===== src/hw/rtl/rwcp_pkg.sv =====
package rwcp_pkg;

    localparam logic [31:0] TAG_RIFF = 32'h5249_4646;
    localparam logic [31:0] TAG_WAVE = 32'h5741_5645;
    localparam logic [31:0] TAG_FMT  = 32'h666D_7420;
    localparam logic [31:0] TAG_DATA = 32'h6461_7461;

    localparam logic [4:0] RIFF_HDR_BYTES  = 5'd12;
    localparam logic [4:0] RIFF_TAG_BYTES  = 5'd4;
    localparam logic [4:0] CHUNK_HDR_BYTES = 5'd8;
    localparam logic [4:0] FMT_KEEP        = 5'd16;

    localparam int QUEUE_DEPTH = 4;

    typedef enum logic [1:0] {
        KIND_DATA   = 2'd0,
        KIND_HEADER = 2'd1,
        KIND_ERROR  = 2'd2
    } kind_t;

    typedef enum logic [2:0] {
        ST_OK      = 3'd0,
        ST_BAD_TAG = 3'd1,
        ST_TRUNC   = 3'd2,
        ST_NO_FMT  = 3'd3,
        ST_NO_DATA = 3'd4
    } status_t;

    typedef enum logic [2:0] {
        PH_RIFF = 3'd0,
        PH_HDR  = 3'd1,
        PH_PAY  = 3'd2,
        PH_DATA = 3'd3,
        PH_DONE = 3'd4
    } phase_t;

    typedef struct packed {
        logic [7:0] byte_in;
        logic       last_byte;
    } in_beat_t;

    typedef struct packed {
        logic [1:0]  kind;
        logic [7:0]  sample_byte;
        logic [2:0]  status;
        logic [15:0] format_tag;
        logic [15:0] channels;
        logic [31:0] samples_per_sec;
        logic [31:0] avg_bytes_per_sec;
        logic [15:0] frame_bytes;
        logic [15:0] sample_width;
        logic [31:0] payload_len;
        logic [31:0] riff_size;
    } out_beat_t;

    function automatic out_beat_t make_error(input status_t st);
        out_beat_t r;
        r        = '0;
        r.kind   = KIND_ERROR;
        r.status = st;
        return r;
    endfunction

endpackage


===== src/hw/rtl/riff_wave_chunk_parser_core.sv =====
// RIFF/WAVE stream parser. Feed the file one byte per beat on byte_*, with
// last_byte set on the final byte; that mark closes the parse and rearms the
// block for the next file. Data-chunk payload bytes come out as KIND_DATA
// beats, then one KIND_HEADER beat (fmt fields, data size, RIFF size) or one
// KIND_ERROR beat with a status code; every file yields exactly one of these.
// The parser takes one byte per clock while the queue has room: each byte is
// parsed by a single layer of counter/compare logic against the parser state and
// its results (up to two) are pushed into a 4-entry result queue in the same
// cycle. byte_ready drops only while the queue holds more than two beats, i.e.
// when the result side stalls.
module riff_wave_chunk_parser_core
    import rwcp_pkg::*;
(
    input  logic      clk,
    input  logic      rst_n,
    input  logic      byte_valid,
    output logic      byte_ready,
    input  in_beat_t  byte_data,
    output logic      result_valid,
    input  logic      result_ready,
    output out_beat_t result_data
);

    localparam int PTR_W = $clog2(QUEUE_DEPTH);
    localparam int CNT_W = $clog2(QUEUE_DEPTH + 1);

    // Parser state
    phase_t           phase_reg,      phase_next;
    logic [4:0]       hdr_count_reg,  hdr_count_next;
    logic [31:0]      chunk_tag_reg,  chunk_tag_next;
    logic [31:0]      chunk_len_reg,  chunk_len_next;
    logic [32:0]      bytes_left_reg, bytes_left_next;
    logic [4:0]       pay_idx_reg,    pay_idx_next;
    logic             fmt_found_reg,  fmt_found_next;
    logic [31:0]      fmt_len_reg,    fmt_len_next;
    logic [15:0][7:0] fmt_kept_reg,   fmt_kept_next;
    logic [31:0]      riff_len_reg,   riff_len_next;

    // Result queue
    out_beat_t          queue_mem [QUEUE_DEPTH];
    logic [PTR_W-1:0]   wr_ptr_reg, wr_ptr_next;
    logic [PTR_W-1:0]   rd_ptr_reg, rd_ptr_next;
    logic [CNT_W-1:0]   count_reg,  count_next;

    logic       take;
    logic       pop;
    logic [7:0] b;

    // State as it stands after the byte, before the end mark is applied
    phase_t      ph_after;
    logic [32:0] bl_after;
    logic [31:0] len_after;
    logic        fmt_ok_after;
    logic        fmt_ok_cur;

    logic [1:0]  push_n;
    out_beat_t   push_a;
    out_beat_t   push_b;
    out_beat_t   step_a;
    out_beat_t   step_b;
    out_beat_t   fin_res;
    out_beat_t   hdr_res;
    logic [1:0]  step_n;
    logic        fin_valid;

    assign take       = byte_valid && byte_ready;
    assign pop        = result_valid && result_ready;
    assign b          = byte_data.byte_in;
    assign fmt_ok_cur = fmt_found_reg && (fmt_len_reg[31:4] != 28'd0);

    // ------------------------------------------------------------------
    // Next state
    // ------------------------------------------------------------------
    always_comb
    begin
        phase_next      = phase_reg;
        hdr_count_next  = hdr_count_reg;
        chunk_tag_next  = chunk_tag_reg;
        chunk_len_next  = chunk_len_reg;
        bytes_left_next = bytes_left_reg;
        pay_idx_next    = pay_idx_reg;
        fmt_found_next  = fmt_found_reg;
        fmt_len_next    = fmt_len_reg;
        fmt_kept_next   = fmt_kept_reg;
        riff_len_next   = riff_len_reg;

        if (take)
        begin
            case (phase_reg)
                PH_RIFF:
                begin
                    // tag bytes shift in; length bytes land little-endian
                    if (hdr_count_reg < RIFF_TAG_BYTES || hdr_count_reg >= CHUNK_HDR_BYTES)
                    begin
                        chunk_tag_next = {chunk_tag_reg[23:0], b};
                    end
                    else
                    begin
                        riff_len_next[{hdr_count_reg[1:0], 3'b000} +: 8] = b;
                    end
                    hdr_count_next = hdr_count_reg + 5'd1;
                    if (hdr_count_next == RIFF_TAG_BYTES && chunk_tag_next != TAG_RIFF)
                    begin
                        phase_next = PH_DONE;
                    end
                    else if (hdr_count_next == RIFF_HDR_BYTES)
                    begin
                        hdr_count_next = 5'd0;
                        phase_next     = (chunk_tag_next == TAG_WAVE) ? PH_HDR : PH_DONE;
                    end
                end

                PH_HDR:
                begin
                    if (hdr_count_reg == 5'd0)
                    begin
                        chunk_tag_next = '0;
                        chunk_len_next = '0;
                    end
                    if (hdr_count_reg < RIFF_TAG_BYTES)
                    begin
                        chunk_tag_next = {chunk_tag_next[23:0], b};
                    end
                    else
                    begin
                        chunk_len_next[{hdr_count_reg[1:0], 3'b000} +: 8] = b;
                    end
                    hdr_count_next = hdr_count_reg + 5'd1;
                    if (hdr_count_next == CHUNK_HDR_BYTES)
                    begin
                        hdr_count_next = 5'd0;
                        pay_idx_next   = 5'd0;
                        if (chunk_tag_next == TAG_DATA)
                        begin
                            bytes_left_next = {1'b0, chunk_len_next};
                            phase_next = (chunk_len_next == 32'd0) ? PH_DONE : PH_DATA;
                        end
                        else
                        begin
                            if (chunk_tag_next == TAG_FMT)
                            begin
                                fmt_found_next = 1'b1;
                                fmt_len_next   = chunk_len_next;
                                fmt_kept_next  = '0;
                            end
                            // round odd lengths up to cover the pad byte
                            bytes_left_next = {1'b0, chunk_len_next}
                                            + {32'd0, chunk_len_next[0]};
                            phase_next = (chunk_len_next == 32'd0) ? PH_HDR : PH_PAY;
                        end
                    end
                end

                PH_PAY:
                begin
                    if (bytes_left_reg != 33'd0)
                    begin
                        if (chunk_tag_reg == TAG_FMT && pay_idx_reg < FMT_KEEP)
                        begin
                            fmt_kept_next[pay_idx_reg[3:0]] = b;
                            pay_idx_next = pay_idx_reg + 5'd1;
                        end
                        bytes_left_next = bytes_left_reg - 33'd1;
                    end
                    if (bytes_left_next == 33'd0)
                    begin
                        phase_next     = PH_HDR;
                        hdr_count_next = 5'd0;
                    end
                end

                PH_DATA:
                begin
                    if (bytes_left_reg != 33'd0)
                    begin
                        bytes_left_next = bytes_left_reg - 33'd1;
                    end
                    if (bytes_left_next == 33'd0)
                    begin
                        phase_next = PH_DONE;
                    end
                end

                default:
                begin
                end
            endcase
        end

        ph_after     = phase_next;
        bl_after     = bytes_left_next;
        len_after    = chunk_len_next;
        fmt_ok_after = fmt_found_next && (fmt_len_next[31:4] != 28'd0);

        // end mark: drop everything and rearm
        if (take && byte_data.last_byte)
        begin
            phase_next      = PH_RIFF;
            hdr_count_next  = '0;
            chunk_tag_next  = '0;
            chunk_len_next  = '0;
            bytes_left_next = '0;
            pay_idx_next    = '0;
            fmt_found_next  = 1'b0;
            fmt_len_next    = '0;
            fmt_kept_next   = '0;
            riff_len_next   = '0;
        end
    end

    // ------------------------------------------------------------------
    // Results of the byte
    // ------------------------------------------------------------------
    always_comb
    begin
        hdr_res                   = '0;
        hdr_res.kind              = KIND_HEADER;
        hdr_res.status            = ST_OK;
        hdr_res.format_tag        = {fmt_kept_reg[1],  fmt_kept_reg[0]};
        hdr_res.channels          = {fmt_kept_reg[3],  fmt_kept_reg[2]};
        hdr_res.samples_per_sec   = {fmt_kept_reg[7],  fmt_kept_reg[6],
                                     fmt_kept_reg[5],  fmt_kept_reg[4]};
        hdr_res.avg_bytes_per_sec = {fmt_kept_reg[11], fmt_kept_reg[10],
                                     fmt_kept_reg[9],  fmt_kept_reg[8]};
        hdr_res.frame_bytes       = {fmt_kept_reg[13], fmt_kept_reg[12]};
        hdr_res.sample_width      = {fmt_kept_reg[15], fmt_kept_reg[14]};
        hdr_res.payload_len       = chunk_len_reg;
        hdr_res.riff_size         = riff_len_reg;

        step_n = 2'd0;
        step_a = '0;
        step_b = '0;
        case (phase_reg)
            PH_RIFF:
            begin
                if (ph_after == PH_DONE)
                begin
                    step_n = 2'd1;
                    step_a = make_error(ST_BAD_TAG);
                end
            end
            PH_HDR:
            begin
                // a data chunk of length zero
                if (ph_after == PH_DONE)
                begin
                    step_n = 2'd1;
                    step_a = make_error(fmt_ok_cur ? ST_NO_DATA : ST_NO_FMT);
                end
            end
            PH_DATA:
            begin
                step_n             = 2'd1;
                step_a.kind        = KIND_DATA;
                step_a.sample_byte = b;
                if (ph_after == PH_DONE)
                begin
                    step_n = 2'd2;
                    step_b = fmt_ok_cur ? hdr_res : make_error(ST_NO_FMT);
                end
            end
            default:
            begin
            end
        endcase

        fin_valid = 1'b0;
        fin_res   = '0;
        if (byte_data.last_byte)
        begin
            if (ph_after == PH_RIFF)
            begin
                fin_valid = 1'b1;
                fin_res   = make_error(ST_BAD_TAG);
            end
            else if (ph_after == PH_DATA ||
                     (ph_after == PH_PAY && bl_after > {32'd0, len_after[0]}))
            begin
                fin_valid = 1'b1;
                fin_res   = make_error(ST_TRUNC);
            end
            else if (ph_after != PH_DONE)
            begin
                fin_valid = 1'b1;
                fin_res   = make_error(fmt_ok_after ? ST_NO_DATA : ST_NO_FMT);
            end
        end

        push_a = (step_n != 2'd0) ? step_a : fin_res;
        push_b = (step_n == 2'd2) ? step_b : fin_res;
        push_n = take ? (step_n + {1'b0, fin_valid}) : 2'd0;
    end

    // ------------------------------------------------------------------
    // Result queue: room for two pushes keeps the input open
    // ------------------------------------------------------------------
    assign byte_ready   = (count_reg <= CNT_W'(QUEUE_DEPTH - 2));
    assign result_valid = (count_reg != '0);
    assign result_data  = queue_mem[rd_ptr_reg];

    always_comb
    begin
        wr_ptr_next = wr_ptr_reg + PTR_W'(push_n);
        rd_ptr_next = rd_ptr_reg + PTR_W'(pop);
        count_next  = count_reg + CNT_W'(push_n) - CNT_W'(pop);
    end

    always_ff @(posedge clk)
    begin
        if (push_n != 2'd0)
        begin
            queue_mem[wr_ptr_reg] <= push_a;
        end
        if (push_n == 2'd2)
        begin
            queue_mem[wr_ptr_reg + PTR_W'(1)] <= push_b;
        end
    end

    always_ff @(posedge clk or negedge rst_n)
    begin
        if (!rst_n)
        begin
            phase_reg      <= PH_RIFF;
            hdr_count_reg  <= '0;
            chunk_tag_reg  <= '0;
            chunk_len_reg  <= '0;
            bytes_left_reg <= '0;
            pay_idx_reg    <= '0;
            fmt_found_reg  <= 1'b0;
            fmt_len_reg    <= '0;
            fmt_kept_reg   <= '0;
            riff_len_reg   <= '0;
            wr_ptr_reg     <= '0;
            rd_ptr_reg     <= '0;
            count_reg      <= '0;
        end
        else
        begin
            phase_reg      <= phase_next;
            hdr_count_reg  <= hdr_count_next;
            chunk_tag_reg  <= chunk_tag_next;
            chunk_len_reg  <= chunk_len_next;
            bytes_left_reg <= bytes_left_next;
            pay_idx_reg    <= pay_idx_next;
            fmt_found_reg  <= fmt_found_next;
            fmt_len_reg    <= fmt_len_next;
            fmt_kept_reg   <= fmt_kept_next;
            riff_len_reg   <= riff_len_next;
            wr_ptr_reg     <= wr_ptr_next;
            rd_ptr_reg     <= rd_ptr_next;
            count_reg      <= count_next;
        end
    end

endmodule

===== config.mk =====
export PLATFORM = sky130hd
export DESIGN_NAME = riff_wave_chunk_parser_core
export DESIGN_NICKNAME = d
export VERILOG_FILES = /design/src/hw/rtl/rwcp_pkg.sv /design/src/hw/rtl/riff_wave_chunk_parser_core.sv
export SDC_FILE = /design/constraint.sdc
export NUM_CORES = 2
export LEC_CHECK = 0
export ABC_AREA = 1
export BUFFER_PORTS_ARGS = -buffer_cell sky130_fd_sc_hd__buf_2
export CAP_MARGIN = 20
export CORE_MARGIN = 3
export CORE_UTILIZATION = 50
export CTS_CLUSTER_DIAMETER = 80
export CTS_CLUSTER_SIZE = 24
export DETAILED_ROUTE_END_ITERATION = 10
export PLACE_DENSITY_LB_ADDON = 0.15
export SLEW_MARGIN = 10
export SYNTH_ARGS = -nofsm -noshare
export SYNTH_HDL_FRONTEND = slang
export SYNTH_SLANG_ARGS = --single-unit

===== constraint.sdc =====
create_clock -name clk -period 9.65 [get_ports clk]
set_clock_uncertainty 0.1 [all_clocks]
set_input_delay 0.965 -clock clk [delete_from_list [all_inputs] [get_ports clk]]
set_output_delay 0.965 -clock clk [all_outputs]
set_load 0.01 [all_outputs]

# [Word-level counts from Yosys, hierarchy flattened]
# Memory sizes are Yosys's and may differ from the RTL's.
# Cells that the tools add are included.
[totals] regBits=306 latch_bits=0 ram_bits=820 romBits=0 inputBits=13 word_cells=220 mem_count=1
[op_classes] add_sub_neg=11 n_mul=0 div=0 order_cmp=7 n_eq_ne=24 shift=2 n_mux=110 bitwise=0 reduce_logical=36
[memory_table] name="queue_mem" words=4 width=205 read_ports=1 rd_clocked_by_memory_dff=0 wr=2 line="riff_wave_chunk_parser_core.sv:40" rtl="out_beat_t queue_mem [QUEUE_DEPTH];"
[op_table] op="2-to-1 mux 205 bit" count=11
[op_table] op="2-to-1 mux 128 bit" count=7
[op_table] op="2-to-1 mux 32 bit" count=28
[op_table] op="case mux 195 bit (2 select lines)" count=1
[op_table] op="2-to-1 mux 33 bit" count=9
[op_table] op="case mux 128 bit (2 select lines)" count=1
[op_table] op="bitwise mux 128 bit" count=1
[op_table] op="== test 32 x 31 -> 1 bit, second input constant" count=4
[op_table] op="case mux 33 bit (3 select lines)" count=1
[op_table] op="zero test 33 bit" count=2
[op_table] op="bitwise mux 32 bit" count=2
[op_table] op="case mux 32 bit (2 select lines)" count=1
[op_table] op="nonzero test 28 bit" count=2
[op_table] op="2-to-1 mux 5 bit" count=11
[op_table] op="2-to-1 mux 3 bit" count=12
[op_table] op="adder 32 x 1 -> 33 bit" count=1
[op_table] op="greater-than comparator 33 x 1 -> 1 bit" count=1
[op_table] op="nonzero test 33 bit" count=1
[op_table] op="subtractor 33 x 1 -> 33 bit, second input constant" count=1
[op_table] op="demux 8 bit (select 4 bit)" count=1
[op_table] op="zero test 32 bit" count=1
[op_table] op="!= test 32 x 31 -> 1 bit, second input constant" count=1
[op_table] op="variable shift 8 x 7 -> 32 bit, first input constant" count=1
[op_table] op="variable part select 8 x 7 -> 32 bit" count=1
[op_table] op="other kinds (41)" count=88

# [Depth between registers and ports, before layout]
[depth] word_depth=25 ltp_mapped=38

# [Worst setup path after synthesis]
# No wires, ideal clock.
[synth_timing] kind="register -> register" startpoint="register hdr_count_reg[0]" endpoint="memory queue_mem[1][0] (netlist bit) (enable)" setup_time_ns=1.572 arrival_ns=7.465 t_required_ns=7.978 slack_ns=0.513 path_stages_with_launch=31 path_buffers=4 period_less_slack_ns=9.137 cell_sequence="dfrtp_1 buf_2 inv_1 ha_1 inv_1 clkbuf_1 nand2_1 o21ai_1 nand2_1 inv_1 nand2_1 nor2_1 nand3_1 clkbuf_1 inv_1 ha_1 a211oi_1 nand4_1 nand2_1 nand2_2 nor2_4 inv_1 nand2_1 inv_1 ha_1 inv_1 nor2_1 inv_2 nand3_1 clkbuf_1 nand2_1"
[synth_lines] element="from (decl)" line="riff_wave_chunk_parser_core.sv:29" rtl="logic [4:0] hdr_count_reg, hdr_count_next;"
[synth_lines] element="from (signal assigned)" line="riff_wave_chunk_parser_core.sv:341" rtl="hdr_count_reg <= hdr_count_next;"
[synth_lines] element="to (decl)" line="riff_wave_chunk_parser_core.sv:40"

==> flow_summary.yaml <==
drt:
  vias: 42009
  wl_per_cell_um: 22.72
  first_pass_iters: 6
  remaining_drc_errors: 0
  wl_um: 163100
  via_per_inst: 5.851
  drt_iter0_drc: 4845
  ant_nets: 0
timing:
  setup_viol: 0
  hold_viol_final: 0
  fin_crit_sh: 0.8234
  finalMaxSlewViolations: 0
  rsz0062_at_grt: "false"
  tns_ps: 0
  relSlewSlack: 0.1591
  max_freq_mhz: 125.8
  fin_crit_ps: 7946
  tightest_slew_ps: 1261
cts:
  clock_path_buffers: 3
  ctsResizeCount: 0
  cts_tree: "done"
  cts_setup_buffers: 0
  clkSinkCount: 1126
  clock_latency_ps: 710
  h-tree-depth: 2
  cts_hold_buffers: 0
  root_buffer: "clkbuf_16"
  clk_pin_slew_worst_paths_ps: 100
  numCtsBuffers: 58
power:
  total_power_mw: 16.19
  power.density_mw_per_mm2: 284.7
  p_leak_nw: 21.40
  peakVddDrop_mv: 0.2844
setup_path:
  cp_max_fo: 41
  cp.required_ps: 9960
  cp-end-kind: "flip-flop"
  cp.arrival_ps: 8260
  crit_type: "flip-flop to flip-flop"
  start_kind: "flip-flop"
global_routing:
  grt_pass1_wl_um: 247000
  grt_pass1_vias: 39519
  grt_antenna_before_repair: 4
  gr-total-overflow: 0
  grt_util_all_layers: 0.2874
  grt_max_degree: 241
floorplan:
  fp-row-count: 118
  core_region_area_mm2: 0.1044
  die_w_um: 331.9
  die_area_mm2: 0.1101
  start_util: 0.5087
  die_h_um: 331.9
  pin_count: 220
logic_synthesis:
  ys_ff_latch: 1126
  synth_ff_type: "edfxtp_1"
  synth.net_count: 5759
  synth_area_mm2: 0.05310
  async_flop_share: 0.2718
  yosysSeqAreaShare: 0.6019
  syn_inst: 5723
  syn_area_per_cell_um2: 9.278
  ys_warn_count: 0
  yosysUniqueCellTypes: 53
  synth_edf_count: 788
final_layout:
  final_nets: 5784
  layout-drive-gt1-share: 0.08382
  fin_area_mm2: 0.05688
  utilization: 0.5450
  largest_reg_flops: 820
  syn2layout_area_growth_pct: 7.136
status:
  status: "finished clean"
placed_design:
  dpl-instance-area_mm2: 0.05498
  gp_congestion: 0.9890
  io_buffer_count: 219
  place_hpwl_um: 102100
job:
  maxCapViolations: 0
hold_path:
  min_path_type: "input pin to asynchronous set/reset pin"
cells by family (layout without fill, tap and decap cells):
| group | after synthesis | after routing | share of synthesized area |
|---|---|---|---|
| buffers and inverters | 799 | 874 | 0.06784 |
| flip-flops | 1126 | 1126 | 0.6019 |
| AND/OR/NAND/NOR | 2639 | 2639 | 0.2036 |
| other | 0 | 2 | 0 |
| adder cells (fa/ha/maj) | 23 | 23 | 0.005561 |
| XOR/XNOR | 31 | 31 | 0.005114 |
| AO/OA/AOI/OAI | 1105 | 1105 | 0.1160 |
area by class of cell:
type / count / area [µm²]
Antenna cell: 2 / 5.005
Clock buffer: 95 / 1643
Clock inverter: 15 / 235.2
Timing Repair Buffer: 295 / 1906
Tap cell: 1380 / 1727
Sequential cell: 1126 / 31970
Multi-Input combinational cell: 3798 / 17630
Fill cell: 9469 / 47500
Inverter: 469 / 1773
final timing paths:
| kind | start | endpoint | slack, ps | depth (start not counted) |
|---|---|---|---|---|
| max in group asynchronous | rst_n | fmt_kept_reg[96] | 7380 | 3 |
| worst min register to register | queue_mem[1][196] | queue_mem[1][196] | 370 | 2 |
| worst min-delay path | rst_n | fmt_kept_reg[12] | 80 | 1 |
| min in group clk | queue_mem[1][196] | queue_mem[1][196] | 370 | 2 |
| worst max register to register | hdr_count_reg[0] | queue_mem[3][54] | 1700 | 24 |
| worst max-delay path | hdr_count_reg[0] | queue_mem[3][54] | 1700 | 24 |
per-layer routing:
layer  track usage  vias up  share of wire
li1              -    19435              -
met1        0.4070    20779           0.42
met2        0.4689     1550           0.48
met3       0.04043      239          0.070
met4       0.07500        6          0.029
met5             0        -        0.00018
worst max-delay path: stages, from the launching register on:
cell and delay (ps):
dfrtp_1 610, inv_1 270, ha_1 520, nand3_1 810, nand2_1 560, inv_1 120, nor4_1 480, nand4_1 330
inv_1 130, ha_1 230, a211oi_1 210, nand4_1 120, nand2_1 120, nand2_2 90, nor2_4 220, nand2_1 120
o21ai_0 110, ha_1 210, inv_1 70, a21oi_4 190, nand2_2 180, nand2_2 320, nand2_1 350, nand2_4 730
buf_4 360
cells in the mapped netlist, types with 77 or more instances:
master	number	area, µm²
nor2_1	1436	5390
edfxtp_1	788	23660
nand2_1	745	2796
o21ai_0	547	2738
inv_1	449	1685
o22ai_1	389	2434
dfrtp_1	306	7657
nand3_1	229	1146
clkbuf_1	222	833.3
a21oi_1	105	525.5
nand4_1	84	525.5
buf_6	77	867.1
cell usage in the layout, fill, tap and decap left out, types with 67 or more instances in the layout:
master / n
a21oi_1: 105
buf_2: 218
dfrtp_1: 304
edfxtp_1: 788
inv_1: 447
nand2_1: 742
nand3_1: 229
nand4_1: 84
nor2_1: 1434
nor2_2: 67
o21ai_0: 547
o22ai_1: 389
where the power goes:
group / total, mW / internal (mW) / switching [mW]
combinational: 6.99 / 1.96 / 5.02
sequential: 6.31 / 5.87 / 0.439
clock: 2.90 / 1.24 / 1.66
total: 16.2 / 9.08 / 7.12
metrics by stage:
step / setup slack (ps) / std cells / hold slack [ps]
5_1_grt: 1148 / 7178 / 79.54
3_5_place_dp: 1791 / 7065 / 357.5
2_1_floorplan: 513.3 / 5723 / 342.6
4_1_cts: 1787 / 7175 / 50.28
6_report: 1704 / 7180 / 80.57
3_3_place_gp: 1875 / 7065 / 354.6
Power figures use the tool's default switching activity.
